`config.mk`:
```
export PLATFORM = sky130hd
export DESIGN_NAME = gbp_ctrl
export DESIGN_NICKNAME = d
export VERILOG_FILES = /design/src/rtl/gbp_pkg.sv /design/src/rtl/gbp_ctrl.sv
export SDC_FILE = /design/constraint.sdc
export NUM_CORES = 1
export LEC_CHECK = 0
export BUFFER_PORTS_ARGS = -buffer_cell sky130_fd_sc_hd__buf_2
export CAP_MARGIN = 15
export CELL_PAD_IN_SITES_DETAIL_PLACEMENT = 1
export CELL_PAD_IN_SITES_GLOBAL_PLACEMENT = 2
export CORE_AREA = 10 10 47 49
export DETAILED_ROUTE_END_ITERATION = 6
export DIE_AREA = 0 0 57 59
export HOLD_SLACK_MARGIN = 0.12
export PLACE_DENSITY_LB_ADDON = 0.1
export SLEW_MARGIN = 5
export SYNTH_ARGS = -nofsm -noshare
export SYNTH_HDL_FRONTEND = slang
export SYNTH_SLANG_ARGS = --single-unit
export TNS_END_PERCENT = 30
```
`constraint.sdc`:
```
create_clock -name i_clk -period 0.9 [get_ports i_clk]
set_input_delay 0.135 -clock i_clk [delete_from_list [all_inputs] [get_ports i_clk]]
set_output_delay 0.135 -clock i_clk [all_outputs]
set_load 0.05 [all_outputs]
```
`src/rtl/gbp_pkg.sv`:
```
// Shared types and constants for the gshare branch predictor.
package gbp_pkg;

    localparam int ADDR_W      = 64;
    localparam int TOTAL_W     = 32;
    localparam int IN_TDATA_W  = 72;
    localparam int OUT_TDATA_W = 72;

    localparam logic       CMD_PREDICT    = 1'b0;
    localparam logic       CMD_UPDATE     = 1'b1;
    localparam logic       MODE_TAKEN     = 1'b0;
    localparam logic       MODE_GSHARE    = 1'b1;
    localparam logic [1:0] CTR_WEAK_TAKEN = 2'd2;
    localparam logic [1:0] CTR_MAX        = 2'd3;
    localparam logic [1:0] CTR_MIN        = 2'd0;

    typedef enum logic [1:0] {
        ST_CLEAR,
        ST_IDLE,
        ST_EXEC
    } t_state;

    typedef struct packed {
        logic clear_wr;
        logic accept;
        logic commit;
    } t_ctrl_cmd;

    typedef struct packed {
        logic clear_last;
    } t_dp_status;

endpackage

```
`src/rtl/gbp_ctrl.sv`:
```
// Controller: clearing pass, word acceptance and result hand-off.
module gbp_ctrl
    import gbp_pkg::*;
(
    input  logic       i_clk,
    input  logic       i_rst_n,
    input  logic       i_s_tvalid,
    output logic       o_s_tready,
    output logic       o_m_tvalid,
    input  logic       i_m_tready,
    input  t_dp_status i_status,
    output t_ctrl_cmd  o_cmd
);

    t_state r_state;
    t_state n_state;
    logic   r_out_valid;
    logic   n_out_valid;
    logic   out_free;

    assign out_free = !r_out_valid || i_m_tready;

    always_comb begin
        n_state = r_state;
        unique case (r_state)
            ST_CLEAR: begin
                if (i_status.clear_last) begin
                    n_state = ST_IDLE;
                end
            end
            ST_IDLE: begin
                if (i_s_tvalid) begin
                    n_state = ST_EXEC;
                end
            end
            ST_EXEC: begin
                if (out_free) begin
                    n_state = ST_IDLE;
                end
            end
            default: n_state = ST_CLEAR;
        endcase
    end

    always_comb begin
        o_cmd      = '0;
        o_s_tready = 1'b0;
        unique case (r_state)
            ST_CLEAR: begin
                o_cmd.clear_wr = 1'b1;
            end
            ST_IDLE: begin
                o_s_tready   = 1'b1;
                o_cmd.accept = i_s_tvalid;
            end
            ST_EXEC: begin
                // hold the item until the output register can take its word
                o_cmd.commit = out_free;
            end
            default: begin
                o_cmd = '0;
            end
        endcase
    end

    always_comb begin
        n_out_valid = r_out_valid;
        if (o_cmd.commit) begin
            n_out_valid = 1'b1;
        end else if (i_m_tready) begin
            n_out_valid = 1'b0;
        end
    end

    always_ff @(posedge i_clk) begin
        if (!i_rst_n) begin
            r_state     <= ST_CLEAR;
            r_out_valid <= 1'b0;
        end else begin
            r_state     <= n_state;
            r_out_valid <= n_out_valid;
        end
    end

    assign o_m_tvalid = r_out_valid;

endmodule

```
# Word level (Yosys, flattened, before mapping)
# Index checks and enable logic that the tools add are counted.
dict set report word_totals {
  ff_bits 3
  in_bits 5
  out_inout_bits 5
}
dict set report classes {
  eq_ne 5
  mux 10
  n_reduce_logical 5
}
# op count
set op_table {}
lappend op_table {{2-to-1 mux 1 bit} 6}
lappend op_table {{2-to-1 mux 2 bit} 3}
lappend op_table {{!= test 2 bit (second input constant)} 3}
lappend op_table {{one-hot mux 2 bit (3 select lines)} 1}
lappend op_table {{AND reduction 3 bit} 1}
lappend op_table {{equality test 2 x 1 -> 1 bit (second input constant)} 1}
lappend op_table {{equality test 2 bit (second input constant)} 1}
lappend op_table {{logical NOT 2 bit} 1}
lappend op_table {{nonzero test 2 bit} 1}
lappend op_table {{logical NOT 1 bit} 1}
lappend op_table {{logical OR 1 bit} 1}

# Logic depth before layout (Yosys ltp)
# Gate-level depths: netlist of the first run.
dict set report depth {
  ltp_word 4
  mapped_depth 3
  mapped_depth_nobuf 3
}

# Least setup slack after synthesis of the first run
# Ideal clock, no wire load.
dict set report synth_path {
  path_type {reg2reg}
  from {register r_state[0]}
  to {register r_state[1]}
  setup_ps 58
  t_arrival_ps 1328
  required_time_ps 842
  path_slack_ps -486
  path_stages_with_launch 4
  path_cell_list {dfxtp_1 > nor2b_2 > and2_4 > o21a_1}
}
dict set report synth_between {
  elab_chain_cells 3
}
# item line
set synth_lines {}
lappend synth_lines {{start: declaration} gbp_ctrl.sv:15} ;# t_state r_state;
lappend synth_lines {{start signal: assignment} gbp_ctrl.sv:80} ;# r_state <= n_state;
lappend synth_lines {{equality test 2 bit (tied with other cells)} gbp_ctrl.sv:25} ;# unique case (r_state)
lappend synth_lines {{!= test 2 bit (no line)} n/a}
lappend synth_lines {{AND reduction 3 bit (no line)} n/a}
# Several ways; a longest one is shown, not always the timed one.
# A chain may end at the register's enable or synchronous reset.

==> results.py, run 1 <==
metrics = {
    "synth": {
        "synthArstFlopShare_pct": 0,
        "syn_nets": 21,
        "synth_cell_types": 10,
        "synth_warnings": 0,
        "yosysTopAreaCellShare_pct": 40.0,
        "synth_top_cell_by_area": "dfxtp_1",
        "syn_area_sq_um": 150,
        "yosysSeqAreaShare_pct": 40.0,
        "yosys_most_used_dff": "dfxtp_1",
        "synth_area_leaders": "dfxtp_1, nor2b_2, o21a_1, nor2_1, and2_4",
        "avgSynthCellArea_sq_um": 9.38,
        "synthCells": 16,
        "synth_edf_count": 0,
        "ys_top_cells_by_count": "dfxtp_1, nor2_1, nor2b_2, o21a_1",
        "ys_ff_latch": 3,
    },
    "min_path": {
        "min_path_cells": 2,
        "min_path_type": "input pin to flip-flop",
        "min_from": "i_rst_n",
        "min_to": "r_state[0]",
    },
    "routing": {
        "routedWlPerCell_microns": 10.1,
        "drt-pass1-iter-count": 1,
        "final_antenna_net_count": 0,
        "vias": 169,
        "drc_errors": 0,
        "vias_per_cell": 3.45,
        "initialDrtViolationCount": 0,
        "finalWirelength_microns": 494,
    },
    "job": {
        "max_cap_violations": 0,
    },
    "cts": {
        "tritoncts": "built",
        "cts_sinks": 3,
        "clkTransAtPathRegs_ns": 0.04,
        "cts_hold_buf": 0,
        "htreeDepth": 1,
        "clk_latency_ns": 0.23,
        "root_buffer": "clkbuf_4",
        "cts_buffer_depth": 2,
        "cts_buffers": 3,
    },
    "critical_path": {
        "rr_worst_depth": 4,
        "r2r-start": "r_state[0]",
        "rrSetupSlack_ns": -0.09,
        "crit_arrival_ns": 1.01,
        "cp.required_ns": 0.76,
        "slowest_stage": "dfxtp_2",
        "worstSetupEndpointType": "output port",
        "worstPathCellList": "nor2b_4 > and2_4 > buf_8",
        "max_stage_delay_ns": 0.35,
        "cp_max_fo": 4,
        "rr_endpoint": "r_state[1]",
        "crit_path_start_kind": "flip-flop",
        "crit_type": "flip-flop to output port",
    },
    "grt": {
        "grt_pass1_wl_microns": 841,
        "first_global_vias": 194,
        "grt_max_degree": 5,
        "grt_use_total_pct": 3.40,
        "antenna_found_initial": 0,
        "overflow": 0,
    },
    "timing": {
        "worst_slack_ns": -0.247,
        "hold_violations": 0,
        "maxSlewViolCount": 0,
        "finalCritPeriodShare_pct": 127,
        "max_freq_mhz": 872,
        "rsz0062_at_grt": "true",
        "skew_ns": 0.00465,
        "tightestPinTransition_ns": 0.251,
        "setup_viol_count_final": 6,
        "period_minus_slack_ns": 1.15,
        "slew_headroom_pct": 83.4,
        "tns_ns": -1.01,
    },
    "finish": {
        "nFillCells": 176,
        "multi_input_area_sq_um": 97.6,
        "seqCellArea_sq_um": 63.8,
        "drive_gt1_share_pct": 72.7,
        "fin_util_pct": 23.0,
        "antenna-diode-count": 0,
        "area_growth_pct": 115,
        "fin_cells": 49,
        "nets": 39,
    },
    "power": {
        "p_leak_uw": 0.000154,
        "vdd_ir_drop_max_uv": 438,
        "powerDensity_mw_per_mm2": 1710,
    },
    "placed_design": {
        "place_inst": 44,
        "dp_slack_ns": -0.182,
        "dp_hpwl_microns": 416,
        "io_buffers": 9,
        "gp_congestion": 0.575,
    },
    "floorplanning": {
        "fp.dieH_microns": 59,
        "die-area_sq_mm": 0.00336,
        "die_w_microns": 57,
        "num_rows": 14,
        "start_util_pct": 10.7,
        "ioPinCount": 10,
        "core_area_sq_mm": 0.00140,
    },
    "outcome": {
        "status": "finished with violations",
        "violations": "negative setup slack",
    },
}
-- stage by stage --
stage	total power (uW)	hold slack [ns]	cell area (sq um)
floorplan	243	0.253	158
global placement	289	0.399	245
CTS	566	0.141	319
detailed placement	289	0.384	245
finish	552	0.144	323
global route	588	0.152	323
-- placed cells by master (no fill, tap or decap) --
cell type	n
clkbuf_1	1
nor2_1	3
nand2b_4	1
a21boi_0	1
nor2b_4	2
dfxtp_2	3
buf_4	5
buf_8	2
clkbuf_4	3
buf_2	5
buf_6	2
and2_4	1
nand2b_1	1
a211oi_1	1
o21a_1	2
-- area by class of cell --
class | count | share of cell area, %
Clock buffer | 4 | 8.14
Multi-Input combinational cell | 12 | 30.2
Sequential cell | 3 | 19.8
Tap cell | 16 | 6.20
Timing Repair Buffer | 14 | 35.7
-- flip-flops by register name, indices dropped and copies added, names as in the netlist --
signal / cells
r_state: 2
o_m_tvalid: 1
-- worst max-delay path, delay by kind of cell (launching register included) --
kind	cells	cell delay (ns)
flip-flops	1	0.35
buffers and inverters	1	0.14
AND/OR/NAND/NOR	2	0.30
-- where the power goes --
part	internal, uW	switching, uW	total (uW)
Combinational	76.0	85.7	162
Clock	166	71.7	238
Sequential	143	9.20	152
-- kinds of logic (layout without fill, tap and decap cells) --
family	count (synthesis)	in the layout	synth area share, %
simple gates	8	8	35.0
buf+inv	1	18	5.00
compound gates	4	4	20.0
flops	3	3	40.0
-- metal layers --
metal	global-route usage, %	share of wire [%]
met5	0	0
met1	2.35	32
met3	2.79	6.9
met4	3.02	0
met2	5.74	61
-- how the worst max path moves through the flow --
stage	from	endpoint	slack, ns
finish	r_state[0]	o_cmd[1]	-0.25
global route	r_state[0]	o_cmd[1]	-0.31
CTS	r_state[0]	o_cmd[1]	-0.26
detailed placement	r_state[1]	o_cmd[0]	-0.18
global placement	r_state[0]	o_cmd[0]	-0.15
floorplan	r_state[1]	o_cmd[2]	-0.25
-- what timing repair did --
item	CTS	global route
endpoints found under the setup margin	7	6
pin swaps	3	1
buffers inserted	1	0
resized for setup	12	1
No activity file was read; power rests on OpenSTA's default activity.
==> inputs of run 2 (changes only) <==
Settings changed: BUFFER_PORTS_ARGS -buffer_cell sky130_fd_sc_hd__buf_2 to not set, DONT_BUFFER_PORTS set to 1, GPL_ROUTABILITY_DRIVEN set to 1.
==> run 2 against run 1 <==
The run still ends with negative setup slack left. Critical path depth unchanged. Critical path type unchanged. First-iteration DRC count increased by 2. Core utilization increased by 2.0 points. Clock skew decreased by 0.0043 ns. Combinational power increased by 9%. Highest routed layer unchanged. Clock power decreased by 2%. Clock-buffer cell count unchanged. Final area increased by 8.5%.
==> results.py, run 2 (synthesis results as in run 1) <==
metrics = {
    "outcome": {
        "status": "finished with violations",
        "violations": "negative setup slack",
    },
    "cts": {
        "clk_latency_ns": 0.23,
        "cts_buffers": 3,
        "htreeDepth": 1,
        "cts_buffer_depth": 2,
        "cts_sinks": 3,
        "tritoncts": "built",
        "root_buffer": "clkbuf_4",
        "clkTransAtPathRegs_ns": 0.04,
    },
    "timing": {
        "finalCritPeriodShare_pct": 124,
        "rsz0062_at_grt": "true",
        "worst_slack_ns": -0.219,
        "maxSlewViolCount": 0,
        "hold_violations": 0,
        "slew_headroom_pct": 89.5,
        "setup_viol_count_final": 6,
        "max_freq_mhz": 894,
        "skew_ns": 0.000338,
        "tightestPinTransition_ns": 0.158,
        "period_minus_slack_ns": 1.12,
    },
    "routing": {
        "vias_per_cell": 3.46,
        "routedWlPerCell_microns": 10.4,
        "final_antenna_net_count": 0,
        "drt-pass1-iter-count": 2,
        "vias": 159,
        "finalWirelength_microns": 478,
        "drc_errors": 0,
        "initialDrtViolationCount": 2,
    },
    "placed_design": {
        "io_buffers": 0,
        "gp_congestion": 0.662,
        "dp_hpwl_microns": 385,
        "dpl_cell_area_sq_um": 255,
        "dp_slack_ns": -0.0729,
    },
    "critical_path": {
        "crit_arrival_ns": 0.98,
        "cp.required_ns": 0.76,
        "crit_path_start_kind": "flip-flop",
        "worstSetupEndpointType": "output port",
        "cp_max_fo": 3,
        "crit_type": "flip-flop to output port",
    },
    "finish": {
        "final_cell_mix": "buf_4, clkbuf_4",
        "final_common_cell": "buf_4",
        "largest_reg_flops": 2,
        "nets": 36,
        "design_area_sq_um": 350,
        "area_growth_pct": 133,
        "nFillCells": 175,
        "largest_register": "r_state",
        "seqCellArea_sq_um": 66.3,
        "antenna-diode-count": 0,
        "multi_input_area_sq_um": 120,
        "drive_gt1_share_pct": 80.0,
    },
    "grt": {
        "grt_use_total_pct": 3.23,
        "antenna_found_initial": 0,
        "grt_max_degree": 4,
        "overflow": 0,
        "first_global_vias": 199,
        "grt_pass1_wl_microns": 800,
    },
    "job": {
        "max_cap_violations": 0,
    },
    "floorplanning": {
        "die-area_sq_mm": 0.00336,
        "num_rows": 14,
        "ioPinCount": 10,
        "core_area_sq_mm": 0.00140,
        "die_w_microns": 57,
        "fp.dieH_microns": 59,
        "start_util_pct": 10.7,
    },
    "power": {
        "p_leak_uw": 0.000153,
        "powerDensity_mw_per_mm2": 1590,
        "vdd_ir_drop_max_uv": 500,
    },
    "min_path": {
        "min_path_type": "input pin to flip-flop",
    },
}
-- run 2: cell types whose count changed in the layout (fill, tap and decap cells not counted), sizes merged --
cell	before	now
buf	14	10
dlygate4sd3	0	1
-- run 2: metal layers --
| metal | GRT usage [%] | part of all wire (%) |
|---|---|---|
| met2 | 5.74 | 66 |
| met4 | 3.02 | 0 |
| met3 | 2.15 | 5.6 |
| met1 | 2.24 | 28 |
| met5 | 0 | 0 |
-- run 2: power by group --
group	internal (uW)	switching, uW	leakage (uW)
registers	141	7.83	0.0000261
clock network	166	67.8	0.0000150
logic	85.0	90.8	0.000112
total	392	166	0.000153
-- run 2: worst max-delay path: stages (launching register included) --
cell and delay, ns:
dfxtp_4 0.35, buf_4 0.15, nor2_4 0.10, buf_6 0.16
-- run 2: cell type report --
| class | instances | area share, % |
|---|---|---|
| repair buffers | 11 | 33.6 |
| multi-input cells | 12 | 34.3 |
| flip-flops and latches | 3 | 18.9 |
| well taps | 16 | 5.71 |
| clock buffers | 4 | 7.50 |
-- run 2: path summary, 6_finish.rpt --
kind | startpoint | end | depth (start not counted) | slack, ns
worst max-delay path | r_state[1] | o_cmd[2] | 3 | -0.22
worst max register to register | r_state[0] | r_state[1] | 4 | -0.07
worst min-delay path | i_m_tready | o_m_tvalid | 2 | 0.13
worst min register to register | o_m_tvalid | o_m_tvalid | 2 | 0.52
-- run 2: per-stage QoR --
stage          hold slack [ns]  setup TNS, ns  utilization [%]  cells  total power [uW]
6_report                 0.125         -0.901             25.0     46               558
2_1_floorplan            0.253         -0.987                -     16               243
3_3_place_gp             0.277         -0.135             18.2     39               298
4_1_cts                  0.153          -1.04             23.1     46               567
3_5_place_dp             0.271        -0.0828             18.2     39               296
5_1_grt                  0.136          -1.17             25.0     46               598
-- run 2: timing repair --
item / 4_1_cts / 5_1_grt
cloned: 0 / 0
setup endpoints to repair: 6 / 7
endpoints found under the hold margin: 3 / 0
pin swaps: 1 / 1
buffers inserted: 2 / 0
gates resized for setup: 5 / 6
hold buffers: 1 / 0
==> inputs of run 3 (changes only) <==
Clock period 0.9 ns to 1.3 ns, I/O delays scaled along.
==> run 3 against run 2 <==
The flow now finishes without violations. Sequential power fell by 30%. Register-to-register slack improved by 0.41 ns. Power fell by 37%. Routed wire length fell by 1.5%. Combinational power fell by 50%. Flip-flop and latch count did not move. Clock skew rose by 0.00079 ns. Die area did not move. Critical endpoint is now o_cmd[0]. Largest cell class unchanged. Highest routed layer unchanged.
==> results.py, run 3 (synthesis results as in run 1) <==
metrics = {
    "placed_design": {
        "io_buffers": 0,
        "dp_slack_ns": 0.215,
        "gp_congestion": 0.581,
    },
    "critical_path": {
        "r2r-start": "r_state[0]",
        "crit_arrival_ns": 1.00,
        "cp_max_fo": 5,
        "cp.required_ns": 1.11,
        "crit_type": "flip-flop to output port",
        "rr_endpoint": "r_state[1]",
        "rrSetupSlack_ns": 0.34,
        "crit_path_start_kind": "flip-flop",
        "rr_worst_depth": 3,
        "worstSetupEndpointType": "output port",
    },
    "floorplanning": {
        "start_util_pct": 10.7,
        "ioPinCount": 10,
        "die_w_microns": 57,
        "fp.dieH_microns": 59,
        "core_area_sq_mm": 0.00140,
        "die-area_sq_mm": 0.00336,
        "num_rows": 14,
    },
    "timing": {
        "setup_viol_count_final": 0,
        "maxSlewViolCount": 0,
        "tightestPinTransition_ns": 0.207,
        "tns_ns": 0,
        "finalCritPeriodShare_pct": 91.6,
        "hold_violations": 0,
        "rsz0062_at_grt": "false",
        "slew_headroom_pct": 86.1,
        "period_minus_slack_ns": 1.19,
        "max_freq_mhz": 840,
        "worst_slack_ns": 0.110,
        "skew_ns": 0.00113,
    },
    "grt": {
        "first_global_vias": 189,
        "antenna_found_initial": 0,
        "grt_pass1_wl_microns": 793,
        "overflow": 0,
        "grt_max_degree": 6,
        "grt_use_total_pct": 3.46,
    },
    "cts": {
        "cts_buffers": 3,
        "htreeDepth": 1,
        "clk_latency_ns": 0.23,
        "post-cts-setup-buffers": 0,
        "tritoncts": "built",
        "clkTransAtPathRegs_ns": 0.03,
        "root_buffer": "clkbuf_4",
        "cts_buffer_depth": 2,
        "cts_sinks": 3,
    },
    "job": {
        "max_cap_violations": 0,
    },
    "power": {
        "vdd_ir_drop_max_uv": 449,
        "p_leak_uw": 0.000108,
        "p_sw_share_pct": 29.7,
        "powerDensity_mw_per_mm2": 1360,
        "netSwitchingPower_uw": 105,
        "p_clk_share_pct": 45.4,
        "pwr-share-comb_pct": 24.7,
        "internal-power_uw": 248,
        "seq_power_share_pct": 29.9,
    },
    "routing": {
        "wl_met3_microns": 84,
        "finalWirelength_microns": 471,
        "met2_length_microns": 194,
        "routedLengthMet1_microns": 193,
        "drt-pass1-iter-count": 2,
        "vias_per_cell": 3.43,
        "drc_errors": 0,
        "initialDrtViolationCount": 1,
        "vias": 137,
        "final_antenna_net_count": 0,
        "routedWlPerCell_microns": 11.8,
        "dr.max_layer_used": "met3",
    },
    "finish": {
        "largest_reg_flops": 2,
        "nFillCells": 167,
        "area_growth_pct": 72.5,
        "drive_gt1_share_pct": 54.2,
        "largest_register": "r_state",
        "nets": 30,
        "fin_util_pct": 18.5,
        "final_cell_mix": "nor2_1, clkbuf_4, buf_4",
        "antenna-diode-count": 0,
    },
    "min_path": {
        "min_to": "r_state[0]",
        "min_from": "i_s_tvalid",
        "min_path_cells": 2,
        "min_path_type": "input pin to flip-flop",
    },
    "outcome": {
        "status": "finished clean",
    },
}
-- run 3: per-layer routing --
metal  vias to the layer above  track usage, %
met2                        11            4.34
li1                         67               -
met1                        59            2.73
met4                         0            2.01
met5                         -               0
met3                         0            4.94
-- run 3: worst max path at each step --
| stage | start | cells after the start | end |
|---|---|---|---|
| finish | r_state[0] | 3 | o_cmd[0] |
| global route | r_state[0] | 3 | o_cmd[0] |
| CTS | r_state[0] | 3 | o_cmd[0] |
| detailed placement | r_state[1] | 3 | o_cmd[0] |
| global placement | r_state[1] | 3 | o_cmd[0] |
| floorplan | o_m_tvalid | 3 | o_cmd[0] |
-- run 3: stage by stage --
stage | total power (uW) | cell area (sq um) | hold WS [ns] | instances
2_1_floorplan | 167 | 155 | 0.313 | 16
3_3_place_gp | 187 | 210 | 0.314 | 35
3_5_place_dp | 188 | 210 | 0.318 | 35
4_1_cts | 360 | 253 | 0.234 | 40
5_1_grt | 384 | 259 | 0.223 | 40
6_report | 353 | 259 | 0.230 | 40
-- run 3: cell type report --
type / instances / area, sq um / area share, %
multi-input combinational: 12 / 97.6 / 37.7
clock buffer: 4 / 26.3 / 10.1
timing repair buffer: 5 / 52.6 / 20.3
sequential: 3 / 62.6 / 24.2
tap: 16 / 20.0 / 7.73
-- run 3: power groups by stage --
stage	Clock, uW	Sequential (uW)	Combinational [uW]
2_1_floorplan	0	107	60.2
3_3_place_gp	0	105	82.7
3_5_place_dp	0	106	82.3
4_1_cts	169	104	87.4
5_1_grt	185	107	91.7
6_report	160	105	87.2
-- run 3: critical path, cell delays in order (launching register included) --
cell	delay, ns
dfxtp_2	0.33
nand2b_4	0.15
nor2b_4	0.14
buf_12	0.14
-- run 3: what timing repair did --
item	in CTS	in global routing
gates resized for setup	2	2
endpoints found under the setup margin	1	2
endpoints found under the hold margin	3	0
hold buffers	1	0
pin swaps	0	0
